File: src/rtl/aqfp_pkg.sv
`timescale 1ns / 1ps
// package for the adaptive quality frame pacer
// holds widths, register indexes, request modes and shared types; no dependencies

package aqfp_pkg;

  // overflow history depth and count width
  localparam int unsigned WINDOW  = 20;
  localparam int unsigned CNT_W   = $clog2(WINDOW + 1);

  // field widths
  localparam int unsigned MODE_W  = 2;
  localparam int unsigned IDX_W   = 32;
  localparam int unsigned QUAL_W  = 7;
  localparam int unsigned TICK_W  = 8;
  localparam int unsigned THR_W   = 5;
  localparam int unsigned CFG_W   = 8;
  localparam int unsigned CFG_A_W = 3;

  // fixed values
  localparam logic [QUAL_W-1:0] FULL_QUALITY = QUAL_W'(100);
  localparam logic [TICK_W-1:0] TICK_SAT     = '1;

  // configuration register reset values
  localparam logic [TICK_W-1:0] RST_SEND_INTERVAL = TICK_W'(4);
  localparam logic [TICK_W-1:0] RST_MAX_PENDING   = TICK_W'(3);
  localparam logic [THR_W-1:0]  RST_HIGH_COUNT    = THR_W'(10);
  localparam logic [THR_W-1:0]  RST_LOW_COUNT     = THR_W'(8);
  localparam logic [QUAL_W-1:0] RST_QUALITY_STEP  = QUAL_W'(1);
  localparam logic [QUAL_W-1:0] RST_MIN_QUALITY   = QUAL_W'(10);
  localparam logic [QUAL_W-1:0] RST_MAX_QUALITY   = QUAL_W'(100);

  // configuration register indexes
  typedef enum logic [CFG_A_W-1:0] {
    CFG_SEND_INTERVAL = 3'd0,
    CFG_MAX_PENDING   = 3'd1,
    CFG_HIGH_COUNT    = 3'd2,
    CFG_LOW_COUNT     = 3'd3,
    CFG_QUALITY_STEP  = 3'd4,
    CFG_MIN_QUALITY   = 3'd5,
    CFG_MAX_QUALITY   = 3'd6
  } cfg_idx_e;

  // request modes
  typedef enum logic [MODE_W-1:0] {
    MODE_TICK  = 2'd0,
    MODE_ACK   = 2'd1,
    MODE_FULLQ = 2'd2
  } mode_e;

  // push of one overflow bit into the window
  typedef struct packed {
    logic en;
    logic ovf;
  } push_t;

endpackage

File: src/rtl/aqfp_if.sv
`timescale 1ns / 1ps
// request and result channel interfaces for the frame pacer
// depends on aqfp_pkg for field widths

interface aqfp_req_if;
  import aqfp_pkg::*;
  logic                valid;
  logic                ready;
  logic [MODE_W-1:0]   mode;
  logic                source_selected;
  logic                source_known;
  logic                new_frame;
  logic [IDX_W-1:0]    confirmed_number;

  modport source (output valid, mode, source_selected, source_known, new_frame,
                  confirmed_number, input ready);
  modport sink   (input valid, mode, source_selected, source_known, new_frame,
                  confirmed_number, output ready);
endinterface

interface aqfp_res_if;
  import aqfp_pkg::*;
  logic                valid;
  logic                ready;
  logic                send;
  logic                full_quality;
  logic [QUAL_W-1:0]   quality;
  logic [IDX_W-1:0]    frame_index;
  logic                overflow;

  modport source (output valid, send, full_quality, quality, frame_index, overflow,
                  input ready);
  modport sink   (input valid, send, full_quality, quality, frame_index, overflow,
                  output ready);
endinterface

File: src/rtl/adaptive_quality_frame_pacer_top.sv
`timescale 1ns / 1ps
// top level of the adaptive quality frame pacer
// depends on aqfp_pkg, aqfp_if and aqfp_window

// Usage
//   req_if carries ticks, acknowledgements and full-quality frame requests;
//   res_if returns exactly one result per request, in order.
//   cfg_we_i/cfg_idx_i/cfg_wdata_i write the seven pacing registers; write
//   them only while no request is in flight.
// Timing and throughput
//   a request is decided in the cycle it is accepted; its result is in the
//   output register the cycle after; one request per cycle unless stalled.
//   The overflow history is a row of WINDOW one-bit cells shifting on each
//   paced check, with a running count beside it, so no step iterates.
// Reset
//   history cleared, quality at full, sent count zero, confirmed count all
//   ones, tick counter saturated; registers return to their defaults.
// Stall
//   while a result waits in the output register, a new request is still
//   taken in the cycle the receiver takes the waiting one; otherwise
//   req_if.ready drops until the result register is free.

module adaptive_quality_frame_pacer_top
  import aqfp_pkg::*;
(
  input  logic               clk_i,
  input  logic               rst_ni,
  aqfp_req_if.sink           req_if,
  aqfp_res_if.source         res_if,
  input  logic               cfg_we_i,
  input  logic [CFG_A_W-1:0] cfg_idx_i,
  input  logic [CFG_W-1:0]   cfg_wdata_i
);

  // configuration registers
  logic [TICK_W-1:0] send_interval_q, max_pending_q;
  logic [THR_W-1:0]  high_count_q, low_count_q;
  logic [QUAL_W-1:0] quality_step_q, min_quality_q, max_quality_q;

  always_ff @(posedge clk_i or negedge rst_ni) begin
    if (!rst_ni) begin
      send_interval_q <= RST_SEND_INTERVAL;
      max_pending_q   <= RST_MAX_PENDING;
      high_count_q    <= RST_HIGH_COUNT;
      low_count_q     <= RST_LOW_COUNT;
      quality_step_q  <= RST_QUALITY_STEP;
      min_quality_q   <= RST_MIN_QUALITY;
      max_quality_q   <= RST_MAX_QUALITY;
    end else if (cfg_we_i) begin
      unique case (cfg_idx_i)
        CFG_SEND_INTERVAL: send_interval_q <= cfg_wdata_i;
        CFG_MAX_PENDING:   max_pending_q   <= cfg_wdata_i;
        CFG_HIGH_COUNT:    high_count_q    <= cfg_wdata_i[THR_W-1:0];
        CFG_LOW_COUNT:     low_count_q     <= cfg_wdata_i[THR_W-1:0];
        CFG_QUALITY_STEP:  quality_step_q  <= cfg_wdata_i[QUAL_W-1:0];
        CFG_MIN_QUALITY:   min_quality_q   <= cfg_wdata_i[QUAL_W-1:0];
        CFG_MAX_QUALITY:   max_quality_q   <= cfg_wdata_i[QUAL_W-1:0];
        default: ;
      endcase
    end
  end

  // pacing state
  logic [QUAL_W-1:0] quality_q, quality_d;
  logic [IDX_W-1:0]  sent_q, sent_d;
  logic [IDX_W-1:0]  confirmed_q, confirmed_d;
  logic [TICK_W-1:0] ticks_q, ticks_d;

  // result register
  logic              res_valid_q, res_valid_d;
  logic              res_send_q, res_send_d;
  logic              res_full_q, res_full_d;
  logic [QUAL_W-1:0] res_qual_q, res_qual_d;
  logic [IDX_W-1:0]  res_idx_q, res_idx_d;
  logic              res_ovf_q, res_ovf_d;

  logic              accept;
  logic              available;
  logic [TICK_W-1:0] ticks_inc;
  logic              check;
  logic              credit_ovf;
  logic              send;
  push_t             push;
  logic [CNT_W-1:0]  count_next;
  logic [8:0]        qual_adj;
  logic [8:0]        qual_lo;
  logic [QUAL_W-1:0] qual_new;
  logic [7:0]        cnt_ext;

  assign req_if.ready = !res_valid_q || res_if.ready;
  assign accept       = req_if.valid && req_if.ready;
  assign available    = req_if.source_selected && req_if.source_known;

  // tick counter and credit check
  assign ticks_inc  = (ticks_q != TICK_SAT) ? ticks_q + TICK_W'(1) : ticks_q;
  assign check      = req_if.source_selected && (ticks_inc >= send_interval_q);
  assign credit_ovf = (confirmed_q + IDX_W'(max_pending_q)) <= sent_q;

  // window push on every paced check of an accepted tick
  assign push = '{en: accept && (req_if.mode == MODE_TICK) && check, ovf: credit_ovf};

  aqfp_window u_window (
    .clk_i        (clk_i),
    .rst_ni       (rst_ni),
    .push_i       (push),
    .count_next_o (count_next)
  );

  // quality adjust from the updated window count, then clamp min before max
  assign cnt_ext = 8'(count_next);
  always_comb begin
    if (cnt_ext > 8'(high_count_q)) begin
      qual_adj = 9'(quality_q) - 9'(quality_step_q);
    end else if (cnt_ext < 8'(low_count_q)) begin
      qual_adj = 9'(quality_q) + 9'(quality_step_q);
    end else begin
      qual_adj = 9'(quality_q);
    end
    qual_lo = ($signed(qual_adj) < $signed(9'(min_quality_q))) ? 9'(min_quality_q)
                                                              : qual_adj;
    qual_new = ($signed(qual_lo) > $signed(9'(max_quality_q))) ? max_quality_q
                                                              : qual_lo[QUAL_W-1:0];
    quality_d = push.en ? qual_new : quality_q;
  end

  // request decode
  always_comb begin
    send        = 1'b0;
    res_full_d  = 1'b0;
    res_qual_d  = '0;
    res_ovf_d   = 1'b0;
    ticks_d     = ticks_q;
    confirmed_d = confirmed_q;
    if (accept) begin
      case (req_if.mode)
        MODE_TICK: begin
          ticks_d = ticks_inc;
          if (check) begin
            if (credit_ovf) begin
              res_ovf_d = 1'b1;
            end else begin
              ticks_d = '0;
              // a paced frame uses the quality after this window update
              if (req_if.new_frame) begin
                send       = 1'b1;
                res_qual_d = available ? qual_new : FULL_QUALITY;
              end
            end
          end
        end
        MODE_ACK: begin
          confirmed_d = req_if.confirmed_number;
        end
        MODE_FULLQ: begin
          if (available || req_if.new_frame) begin
            send       = 1'b1;
            res_full_d = 1'b1;
            res_qual_d = FULL_QUALITY;
          end
        end
        default: ;
      endcase
    end
    res_send_d  = send;
    res_idx_d   = send ? sent_q : '0;
    sent_d      = send ? sent_q + IDX_W'(1) : sent_q;
    res_valid_d = accept || (res_valid_q && !res_if.ready);
  end

  always_ff @(posedge clk_i or negedge rst_ni) begin
    if (!rst_ni) begin
      quality_q   <= RST_MAX_QUALITY;
      sent_q      <= '0;
      confirmed_q <= '1;
      ticks_q     <= TICK_SAT;
      res_valid_q <= 1'b0;
    end else begin
      quality_q   <= quality_d;
      sent_q      <= sent_d;
      confirmed_q <= confirmed_d;
      ticks_q     <= ticks_d;
      res_valid_q <= res_valid_d;
    end
  end

  // result payload loads on accept
  always_ff @(posedge clk_i) begin
    if (accept) begin
      res_send_q <= res_send_d;
      res_full_q <= res_full_d;
      res_qual_q <= res_qual_d;
      res_idx_q  <= res_idx_d;
      res_ovf_q  <= res_ovf_d;
    end
  end

  assign res_if.valid        = res_valid_q;
  assign res_if.send         = res_send_q;
  assign res_if.full_quality = res_full_q;
  assign res_if.quality      = res_qual_q;
  assign res_if.frame_index  = res_idx_q;
  assign res_if.overflow     = res_ovf_q;

endmodule

File: src/rtl/aqfp_cell.sv
`timescale 1ns / 1ps
// one window cell: holds one overflow bit and hands it on when the row shifts
// depends on aqfp_pkg

module aqfp_cell
  import aqfp_pkg::*;
(
  input  logic clk_i,
  input  logic rst_ni,
  input  logic shift_i,
  input  logic bit_i,
  output logic bit_o
);

  logic bit_q, bit_d;

  // take the neighbor's bit on a shift
  assign bit_d = shift_i ? bit_i : bit_q;

  always_ff @(posedge clk_i or negedge rst_ni) begin
    if (!rst_ni) begin
      bit_q <= 1'b0;
    end else begin
      bit_q <= bit_d;
    end
  end

  assign bit_o = bit_q;

endmodule

File: src/rtl/aqfp_window.sv
`timescale 1ns / 1ps
// overflow history: a row of WINDOW cells plus a running count of ones
// depends on aqfp_pkg and aqfp_cell

module aqfp_window
  import aqfp_pkg::*;
(
  input  logic             clk_i,
  input  logic             rst_ni,
  input  push_t            push_i,
  output logic [CNT_W-1:0] count_next_o
);

  logic [WINDOW:0]  chain;
  logic [CNT_W-1:0] count_q, count_d;

  // newest bit enters at the head, oldest leaves at the tail
  assign chain[0] = push_i.ovf;

  for (genvar g = 0; g < WINDOW; g++) begin : g_cell
    aqfp_cell u_cell (
      .clk_i   (clk_i),
      .rst_ni  (rst_ni),
      .shift_i (push_i.en),
      .bit_i   (chain[g]),
      .bit_o   (chain[g+1])
    );
  end

  // count after this push, used by the quality update in the same cycle
  always_comb begin
    count_next_o = count_q - CNT_W'(chain[WINDOW]) + CNT_W'(push_i.ovf);
    count_d      = push_i.en ? count_next_o : count_q;
  end

  always_ff @(posedge clk_i or negedge rst_ni) begin
    if (!rst_ni) begin
      count_q <= '0;
    end else begin
      count_q <= count_d;
    end
  end

endmodule

File: src/flat_wrapper.sv
// flat-port wrapper written by rule: the top's interface ports become plain ports
module adaptive_quality_frame_pacer_top_flat import aqfp_pkg::*;
  (clk_i, rst_ni, cfg_we_i, cfg_idx_i, cfg_wdata_i, req_if_valid, req_if_mode, req_if_source_selected, req_if_source_known, req_if_new_frame, req_if_confirmed_number, req_if_ready, res_if_valid, res_if_send, res_if_full_quality, res_if_quality, res_if_frame_index, res_if_overflow, res_if_ready);
  aqfp_req_if req_if_i ();
  aqfp_res_if res_if_i ();
  input  logic clk_i;
  input  logic rst_ni;
  input  logic cfg_we_i;
  input  logic [CFG_A_W-1:0] cfg_idx_i;
  input  logic [CFG_W-1:0] cfg_wdata_i;
  input wire logic [$bits(req_if_i.valid)-1:0] req_if_valid;
  input wire logic [$bits(req_if_i.mode)-1:0] req_if_mode;
  input wire logic [$bits(req_if_i.source_selected)-1:0] req_if_source_selected;
  input wire logic [$bits(req_if_i.source_known)-1:0] req_if_source_known;
  input wire logic [$bits(req_if_i.new_frame)-1:0] req_if_new_frame;
  input wire logic [$bits(req_if_i.confirmed_number)-1:0] req_if_confirmed_number;
  output wire logic [$bits(req_if_i.ready)-1:0] req_if_ready;
  output wire logic [$bits(res_if_i.valid)-1:0] res_if_valid;
  output wire logic [$bits(res_if_i.send)-1:0] res_if_send;
  output wire logic [$bits(res_if_i.full_quality)-1:0] res_if_full_quality;
  output wire logic [$bits(res_if_i.quality)-1:0] res_if_quality;
  output wire logic [$bits(res_if_i.frame_index)-1:0] res_if_frame_index;
  output wire logic [$bits(res_if_i.overflow)-1:0] res_if_overflow;
  input wire logic [$bits(res_if_i.ready)-1:0] res_if_ready;
  assign req_if_i.valid = req_if_valid;
  assign req_if_i.mode = req_if_mode;
  assign req_if_i.source_selected = req_if_source_selected;
  assign req_if_i.source_known = req_if_source_known;
  assign req_if_i.new_frame = req_if_new_frame;
  assign req_if_i.confirmed_number = req_if_confirmed_number;
  assign req_if_ready = req_if_i.ready;
  assign res_if_valid = res_if_i.valid;
  assign res_if_send = res_if_i.send;
  assign res_if_full_quality = res_if_i.full_quality;
  assign res_if_quality = res_if_i.quality;
  assign res_if_frame_index = res_if_i.frame_index;
  assign res_if_overflow = res_if_i.overflow;
  assign res_if_i.ready = res_if_ready;
  adaptive_quality_frame_pacer_top u_core (.clk_i(clk_i), .rst_ni(rst_ni), .req_if(req_if_i), .res_if(res_if_i), .cfg_we_i(cfg_we_i), .cfg_idx_i(cfg_idx_i), .cfg_wdata_i(cfg_wdata_i));
endmodule
File: config.mk
export PLATFORM = sky130hd
export DESIGN_NAME = adaptive_quality_frame_pacer_top_flat
export DESIGN_NICKNAME = d
export VERILOG_FILES = /design/src/rtl/aqfp_pkg.sv /design/src/rtl/aqfp_if.sv /design/src/rtl/adaptive_quality_frame_pacer_top.sv /design/src/rtl/aqfp_cell.sv /design/src/rtl/aqfp_window.sv /design/src/flat_wrapper.sv
export SDC_FILE = /design/constraint.sdc
export NUM_CORES = 1
export LEC_CHECK = 0
export BUFFER_PORTS_ARGS = -buffer_cell sky130_fd_sc_hd__buf_2
export CAP_MARGIN = 10
export CORE_ASPECT_RATIO = 1.5
export CORE_MARGIN = 3
export CORE_UTILIZATION = 45
export CTS_BUF_LIST = sky130_fd_sc_hd__clkbuf_4 sky130_fd_sc_hd__clkbuf_8
export CTS_CLUSTER_DIAMETER = 100
export CTS_CLUSTER_SIZE = 8
export DETAILED_ROUTE_END_ITERATION = 8
export PLACE_DENSITY_LB_ADDON = 0.3
export RECOVER_POWER = 25
export SKIP_CTS_REPAIR_TIMING = 1
export SYNTH_ARGS = -nofsm -noshare
export SYNTH_HDL_FRONTEND = slang
export SYNTH_SLANG_ARGS = --single-unit
export TNS_END_PERCENT = 100
File: constraint.sdc
create_clock -name clk_i -period 12.39 [get_ports clk_i]
set_input_delay 0.6195 -clock clk_i [delete_from_list [all_inputs] [get_ports clk_i]]
set_output_delay 0.6195 -clock clk_i [all_outputs]
set_load 0.01 [all_outputs]
After elaboration in Yosys (flattened, before gate mapping) --
Index checks and enable logic that the tools add are counted.
Storage, ports and cells: register bits 194, bits in latches 0, RAM bits 0, ROM bits 0, input port bits 53, output and inout bits 44, word-level logic and storage cells 103, memories kept 0
Cells by class: add/sub/neg operators 7, $mul 0, divide/modulo/power cells 0, $lt $le $gt $ge 6, eq/ne operators 9, shift operators 0, mux-type cells 20, bitwise logic cells 0, reduce and logical (&&, ||, !) cells 23
Operators by type and width (count):
- $mux 7 | 6
- $add 32x1->32 const B | 1
- $add 32x8->32 | 1
- $le 32x32->1 | 1
- $mux 9 | 3
- $mux 8 | 3
- $reduce_and 2->1 | 10
- $pmux 7 s2 | 1
- $eq 3x3->1 const B | 3
- $gt 9x8->1 | 1
- $lt 9x8->1 | 1
- $add 7x7->8 | 1
- $add 8x1->8 const B | 1
- $ge 8x8->1 | 1
- $ne 8x8->1 const B | 1
- $sub 7x7->8 | 1
- $eq 3x2->1 const B | 2
- $logic_and 1x1->1 | 6
- $mux 1 | 6
- $add 5x1->5 | 1
- $gt 5x5->1 | 1
- $lt 5x5->1 | 1
- $sub 5x1->5 | 1
- $eq 3x1->1 const B | 1
- 7 further kinds | 10

Depth between registers and ports, before layout --
word-level depth 15, gate-level depth with buffers 50, mapped depth without buffers 48

Hierarchy --
Synthesis repeated with hierarchy kept, for this count alone.
Unflattened totals: cell total of the unflattened synthesis 1040, area, all modules 11315.9 um^2
Modules (own cells, without submodules):
- adaptive_quality_frame_pacer_top | instances 1, cells an instance 950, area an instance 10055.9 um^2, sequential area each 4508.1 um^2
- aqfp_cell | instances 20, cells an instance 2, area an instance 40.0 um^2, sequential area each 25.0 um^2
- aqfp_window | instances 1, cells an instance 50, area an instance 459.2 um^2, sequential area each 125.1 um^2

Least setup slack after synthesis --
Ideal clock, no wire load.
kind flip-flop to flip-flop, from register u_core.confirmed_q[0], to register u_core.res_qual_q[0] (netlist: u_core.res_if.quality[0]) (data pin), setup time 0.257 ns, arrival time 10.136 ns, required time 12.133 ns, setup slack 1.998 ns, cell stages (with the launch flop) 50, path buffers 2, clock period less this slack 10.392 ns, cell sequence dfstp_2 -> ha_1 -> inv_1 -> fa_1 -> nor2b_1 -> o21ai_0 -> a21boi_0 -> o21ai_0 -> a21o_1 -> a21oi_1 -> clkbuf_1 -> nand3_1 -> xnor2_1 -> ha_1 -> nand3_1 -> or4_4 -> or4b_4 -> nor3_4 -> (+14 left out) -> nand2_1 -> ha_1 -> o2111a_1 -> o21ai_0 -> a21boi_0 -> o22ai_1 -> ha_1 -> inv_1 -> mux2_2 -> ha_1 -> nor2b_1 -> o21a_1 -> o21ai_0 -> a21oi_1 -> nor3_1 -> o32ai_4 -> mux2_2 -> nor2_1
Between the ends: longest elaborated chain between the ends 15, elaborated cells on any way between the ends 16, classes of those cells 2 x add/sub; 5 x order compare; 9 x mux
RTL lines:
- start: declaration | RTL line adaptive_quality_frame_pacer_top.sv:66 | logic [IDX_W-1:0] confirmed_q, confirmed_d;
- start signal: assignment | RTL line adaptive_quality_frame_pacer_top.sv:180 | confirmed_q <= confirmed_d;
- $add 32x8->32 (*) | RTL line adaptive_quality_frame_pacer_top.sv:97 | assign credit_ovf = (confirmed_q + IDX_W'(max_pending_q)) <= sent_q;
- $le 32x32->1 (*) | RTL line adaptive_quality_frame_pacer_top.sv:97
- $add 5x1->5 (*) | RTL line aqfp_window.sv:32 | count_next_o = count_q - CNT_W'(chain[WINDOW]) + CNT_W'(push_i.ovf);
- net u_core.count_next[4] | RTL line adaptive_quality_frame_pacer_top.sv:84 | logic [CNT_W-1:0] count_next;
- $lt 5x5->1 | RTL line adaptive_quality_frame_pacer_top.sv:114 | end else if (cnt_ext < 8'(low_count_q)) begin
- $mux 9 | RTL line adaptive_quality_frame_pacer_top.sv:114
- $mux 9 (*) | RTL line adaptive_quality_frame_pacer_top.sv:112 | if (cnt_ext > 8'(high_count_q)) begin
- $lt 9x8->1 | RTL line adaptive_quality_frame_pacer_top.sv:119 | qual_lo = ($signed(qual_adj) < $signed(9'(min_quality_q))) ? 9'(min_quality_q)
- $mux 9 (*) | RTL line adaptive_quality_frame_pacer_top.sv:119
- $gt 9x8->1 | RTL line adaptive_quality_frame_pacer_top.sv:121 | qual_new = ($signed(qual_lo) > $signed(9'(max_quality_q))) ? max_quality_q
- $mux 7 (*) | RTL line adaptive_quality_frame_pacer_top.sv:121
- $mux 7 (*) | RTL line adaptive_quality_frame_pacer_top.sv:146 | res_qual_d = available ? qual_new : FULL_QUALITY;
- $mux 7 (*) | RTL line adaptive_quality_frame_pacer_top.sv:144 | if (req_if.new_frame) begin
- $mux 7 (*) | RTL line adaptive_quality_frame_pacer_top.sv:139 | if (credit_ovf) begin
- $mux 7 (*) | RTL line adaptive_quality_frame_pacer_top.sv:138 | if (check) begin
- $pmux 7 s2 (*) | RTL line adaptive_quality_frame_pacer_top.sv:135 | case (req_if.mode)
- net u_core.res_qual_d[0] | RTL line adaptive_quality_frame_pacer_top.sv:73 | logic [QUAL_W-1:0] res_qual_q, res_qual_d;
- end signal: assignment | RTL line adaptive_quality_frame_pacer_top.sv:191 | res_qual_q <= res_qual_d;
- end: declaration | RTL line adaptive_quality_frame_pacer_top.sv:73
Mark *: on every way through the listed nets, which the timed path passes. The rest lies on a longest branch. A chain may end at the register's enable or synchronous reset.

Worst setup path after layout --
from register u_core.confirmed_q[0], to register u_core.res_qual_q[6] (netlist: u_core.res_if.quality[6]) (data pin)
Same word-level chain as after synthesis.

==> impl_metrics.py <==
metrics = {
    "die": {
        "ios": 97,
        "die_h_um": 198,
        "core_area_um2": 24000,
        "die-width_um": 134,
        "die_area_um2": 26700,
        "std_cell_rows": 69,
        "initial_core_util_pct": 46.3,
    },
    "sta": {
        "slew_viol_final": 73,
        "hold_viol_final": 0,
        "tightest_slew_ns": 3.91,
        "finalSetupViolCount": 0,
        "setup_tns_ns": 0,
        "period_share_pct": 91.8,
        "rsz0062_at_grt": "false",
        "fmax_ghz": 0.0879,
        "slew_headroom_pct": -161,
        "fin_crit_ns": 11.37,
        "skew_ns": 0.0135,
    },
    "pwr": {
        "p_sw_share_pct": 42.7,
        "ir_drop_mv": 0.241,
        "p_int_w": 0.00182,
        "power_density_nw_per_um2": 258,
        "static-leakage-power_nw": 5.44,
        "p_switching_w": 0.00136,
        "clkPwrFrac_pct": 14.4,
        "seqPwrFrac_pct": 26.7,
        "comb_power_share_pct": 58.9,
    },
    "critical_path": {
        "cpMostUsedCell": "ha_1",
        "critPathMaxStageDelay_ns": 0.58,
        "crit_slowest_cell": "or4b_4",
        "regToRegSetupSlack_ns": 1.02,
        "r2r_cells": 48,
        "crit_path_end": "u_core.res_if.quality[6]",
        "crit_path_start_kind": "register",
        "end_kind": "register",
        "startpoint": "u_core.confirmed_q[0]",
        "worstPathMaxFanout": 11,
        "reg2reg_to": "u_core.res_if.quality[6]",
        "r2r-start": "u_core.confirmed_q[0]",
        "worstPathRequired_ns": 12.58,
        "arrival_ns": 11.56,
        "critPathKind": "reg -> reg",
    },
    "cts": {
        "cts.sinks": 194,
        "clock_latency_ns": 0.48,
        "cts_tree": "built",
        "cts.reportedPaths.clkPinSlew_ns": 0.10,
        "clockBufferDepth": 2,
        "cts_root_buffer": "clkbuf_8",
        "cts_max_level": 4,
        "cts_buffers": 17,
    },
    "synthesis": {
        "synth_ff_type": "dfrtp_1",
        "synth-edff-count": 42,
        "yosysSeqAreaShare_pct": 46.2,
        "yosys_warnings": 0,
        "synth.cell_area_um2": 11100,
        "synthDistinctLibCells": 75,
        "ys_async_sr_fraction_pct": 78.4,
        "ys_ff_latch": 194,
        "syn_avg_cell_area_um2": 10.3,
        "postSynthCellCount": 1078,
        "syn_nets": 1227,
    },
    "grt": {
        "grt_overflow": 0,
        "grt_max_degree": 82,
        "grt_use_total_pct": 20.0,
        "antenna_found_initial": 0,
        "grt_pass1_wl_um": 42000,
        "first_global_vias": 8424,
    },
    "route": {
        "drtAntennaViolNets": 0,
        "viasPerCell": 5.38,
        "firstDrtPassIters": 4,
        "finalWirelength_um": 25500,
        "drc": 0,
        "drtIter0Drc": 378,
        "avgRoutedWirePerCell_um": 17.0,
        "vias": 8074,
    },
    "place": {
        "hpwl_um": 19100,
        "io_buffers": 96,
        "dpl-instance-area_um2": 11900,
        "globalplace.congestion": 0.867,
    },
    "finish": {
        "fill_cells": 2264,
        "fin_area_um2": 12300,
        "final_util_pct": 51.4,
        "diodes": 0,
        "final_common_cell": "nand2_1",
        "final_cell_mix": "136 x nand2_1, 97 x dfrtp_1, 96 x inv_1",
        "area_growth_pct": 11.0,
        "drive_gt1_share_pct": 22.7,
        "nets": 1319,
    },
    "hold_path": {
        "hp-class": "in -> reg",
    },
    "job": {
        "drv_cap": 1,
    },
    "status": {
        "status": "finished with violations",
        "violations": "capacitance limit, slew limit",
    },
}
==> cell families (layout without fill, tap and decap cells) <==
group	Yosys count	count (layout)	synth area share [%]
compound gates	157	157	9.47
xor+xnor	68	68	5.36
fa+ha+maj	96	96	11.1
buf+inv	129	234	4.65
flops	194	194	46.2
mux	72	72	7.22
simple gates	362	362	16.0
==> flip-flops by register name (all words and copies together), names as in the netlist, 8 cells and up <==
name	count
u_core.ticks_q	8
u_core.u_window.g_cell.u_cell.bit_o	20
u_core.sent_q	32
u_core.send_interval_q	8
u_core.confirmed_q	32
u_core.max_pending_q	8
u_core.res_if.frame_index	32
==> per-stage QoR <==
step	power (W)	hold slack [ns]	setup slack (ns)	cells
6_report	0.00318	0.364	1.02	1502
5_1_grt	0.00349	0.346	0.186	1502
4_1_cts	0.00321	0.151	0.985	1502
3_5_place_dp	0.00274	0.454	1.02	1470
3_3_place_gp	0.00269	0.450	1.24	1470
2_1_floorplan	0.00232	0.324	2.00	1078
==> power groups by stage <==
stage	clock network [W]	registers (W)	logic (W)
floorplan	0	0.000839	0.00148
global placement	0	0.000858	0.00183
detailed placement	0	0.000860	0.00188
CTS	0.000470	0.000849	0.00189
global route	0.000495	0.000864	0.00213
finish	0.000460	0.000849	0.00187
==> cell type report <==
type	count	area [um2]	area share, %
well taps	319	399	3.24
repair buffers	105	532	4.31
clock buffers	20	263	2.13
inverters	97	364	2.95
clock inverters	12	178	1.44
multi-input cells	755	5460	44.3
flip-flops and latches	194	5130	41.6
==> worst min path at each step <==
| stage | from | end | slack (ns) | cells after the start |
|---|---|---|---|---|
| 6_report | req_if_valid | u_core.res_if.valid | 0.36 | 2 |
| 5_1_grt | req_if_confirmed_number[23] | u_core.confirmed_q[23] | 0.35 | 2 |
| 4_1_cts | rst_ni | u_core.low_count_q[2] | 0.15 | 1 |
| 3_5_place_dp | u_core.u_window.g_cell[16].u_cell.bit_o | u_core.u_window.g_cell[17].u_cell.bit_o | 0.45 | 2 |
| 3_3_place_gp | u_core.u_window.g_cell[16].u_cell.bit_o | u_core.u_window.g_cell[17].u_cell.bit_o | 0.45 | 2 |
| 2_1_floorplan | rst_ni | u_core.high_count_q[0] | 0.32 | 0 |
==> Yosys cell counts (all sizes together) (3+ instances only) <==
master / count / area [um2]
buf: 8 / 48.8
ha: 92 / 1150
and2: 6 / 40.0
nor2: 42 / 165
and3: 18 / 114
dfstp: 55 / 1450
clkbuf: 24 / 104
nor3b: 3 / 22.5
a22o: 6 / 52.6
edfxtp: 42 / 1260
nor2b: 8 / 50.1
dfrtp: 97 / 2430
nor3: 49 / 262
o21bai: 3 / 22.5
a31oi: 9 / 71.3
nor4: 4 / 25.0
o21a: 7 / 52.6
and4: 4 / 35.0
nand2: 136 / 510
o211ai: 3 / 22.5
inv: 97 / 364
o31ai: 7 / 52.6
xor2: 6 / 52.6
xnor2: 62 / 543
mux2i: 7 / 70.1
o21ai: 50 / 262
a21oi: 32 / 164
nand2b: 12 / 75.1
nand3: 39 / 195
nand4: 26 / 169
fa: 4 / 80.1
mux2: 65 / 732
or3: 6 / 38.8
a21o: 15 / 113
nand4b: 3 / 26.3
a211oi: 3 / 22.5
==> critical path, delay by kind of cell (launching register included) <==
kind / cells / cell delay, ns
compound gates: 18 / 3.26
flops: 1 / 0.54
simple gates: 11 / 2.57
buf+inv: 4 / 0.55
mux: 3 / 0.78
xor+xnor: 2 / 0.35
fa+ha+maj: 10 / 3.03
==> layer usage <==
layer  share of wire [%]  track usage, %  routed length, um
met1                  42            23.5              10700
met2                  53            36.8              13400
met3                 2.6            2.94                668
met4                 2.8            7.28                723
met5                   0               0                  0
No activity file was read; power rests on OpenSTA's default activity.
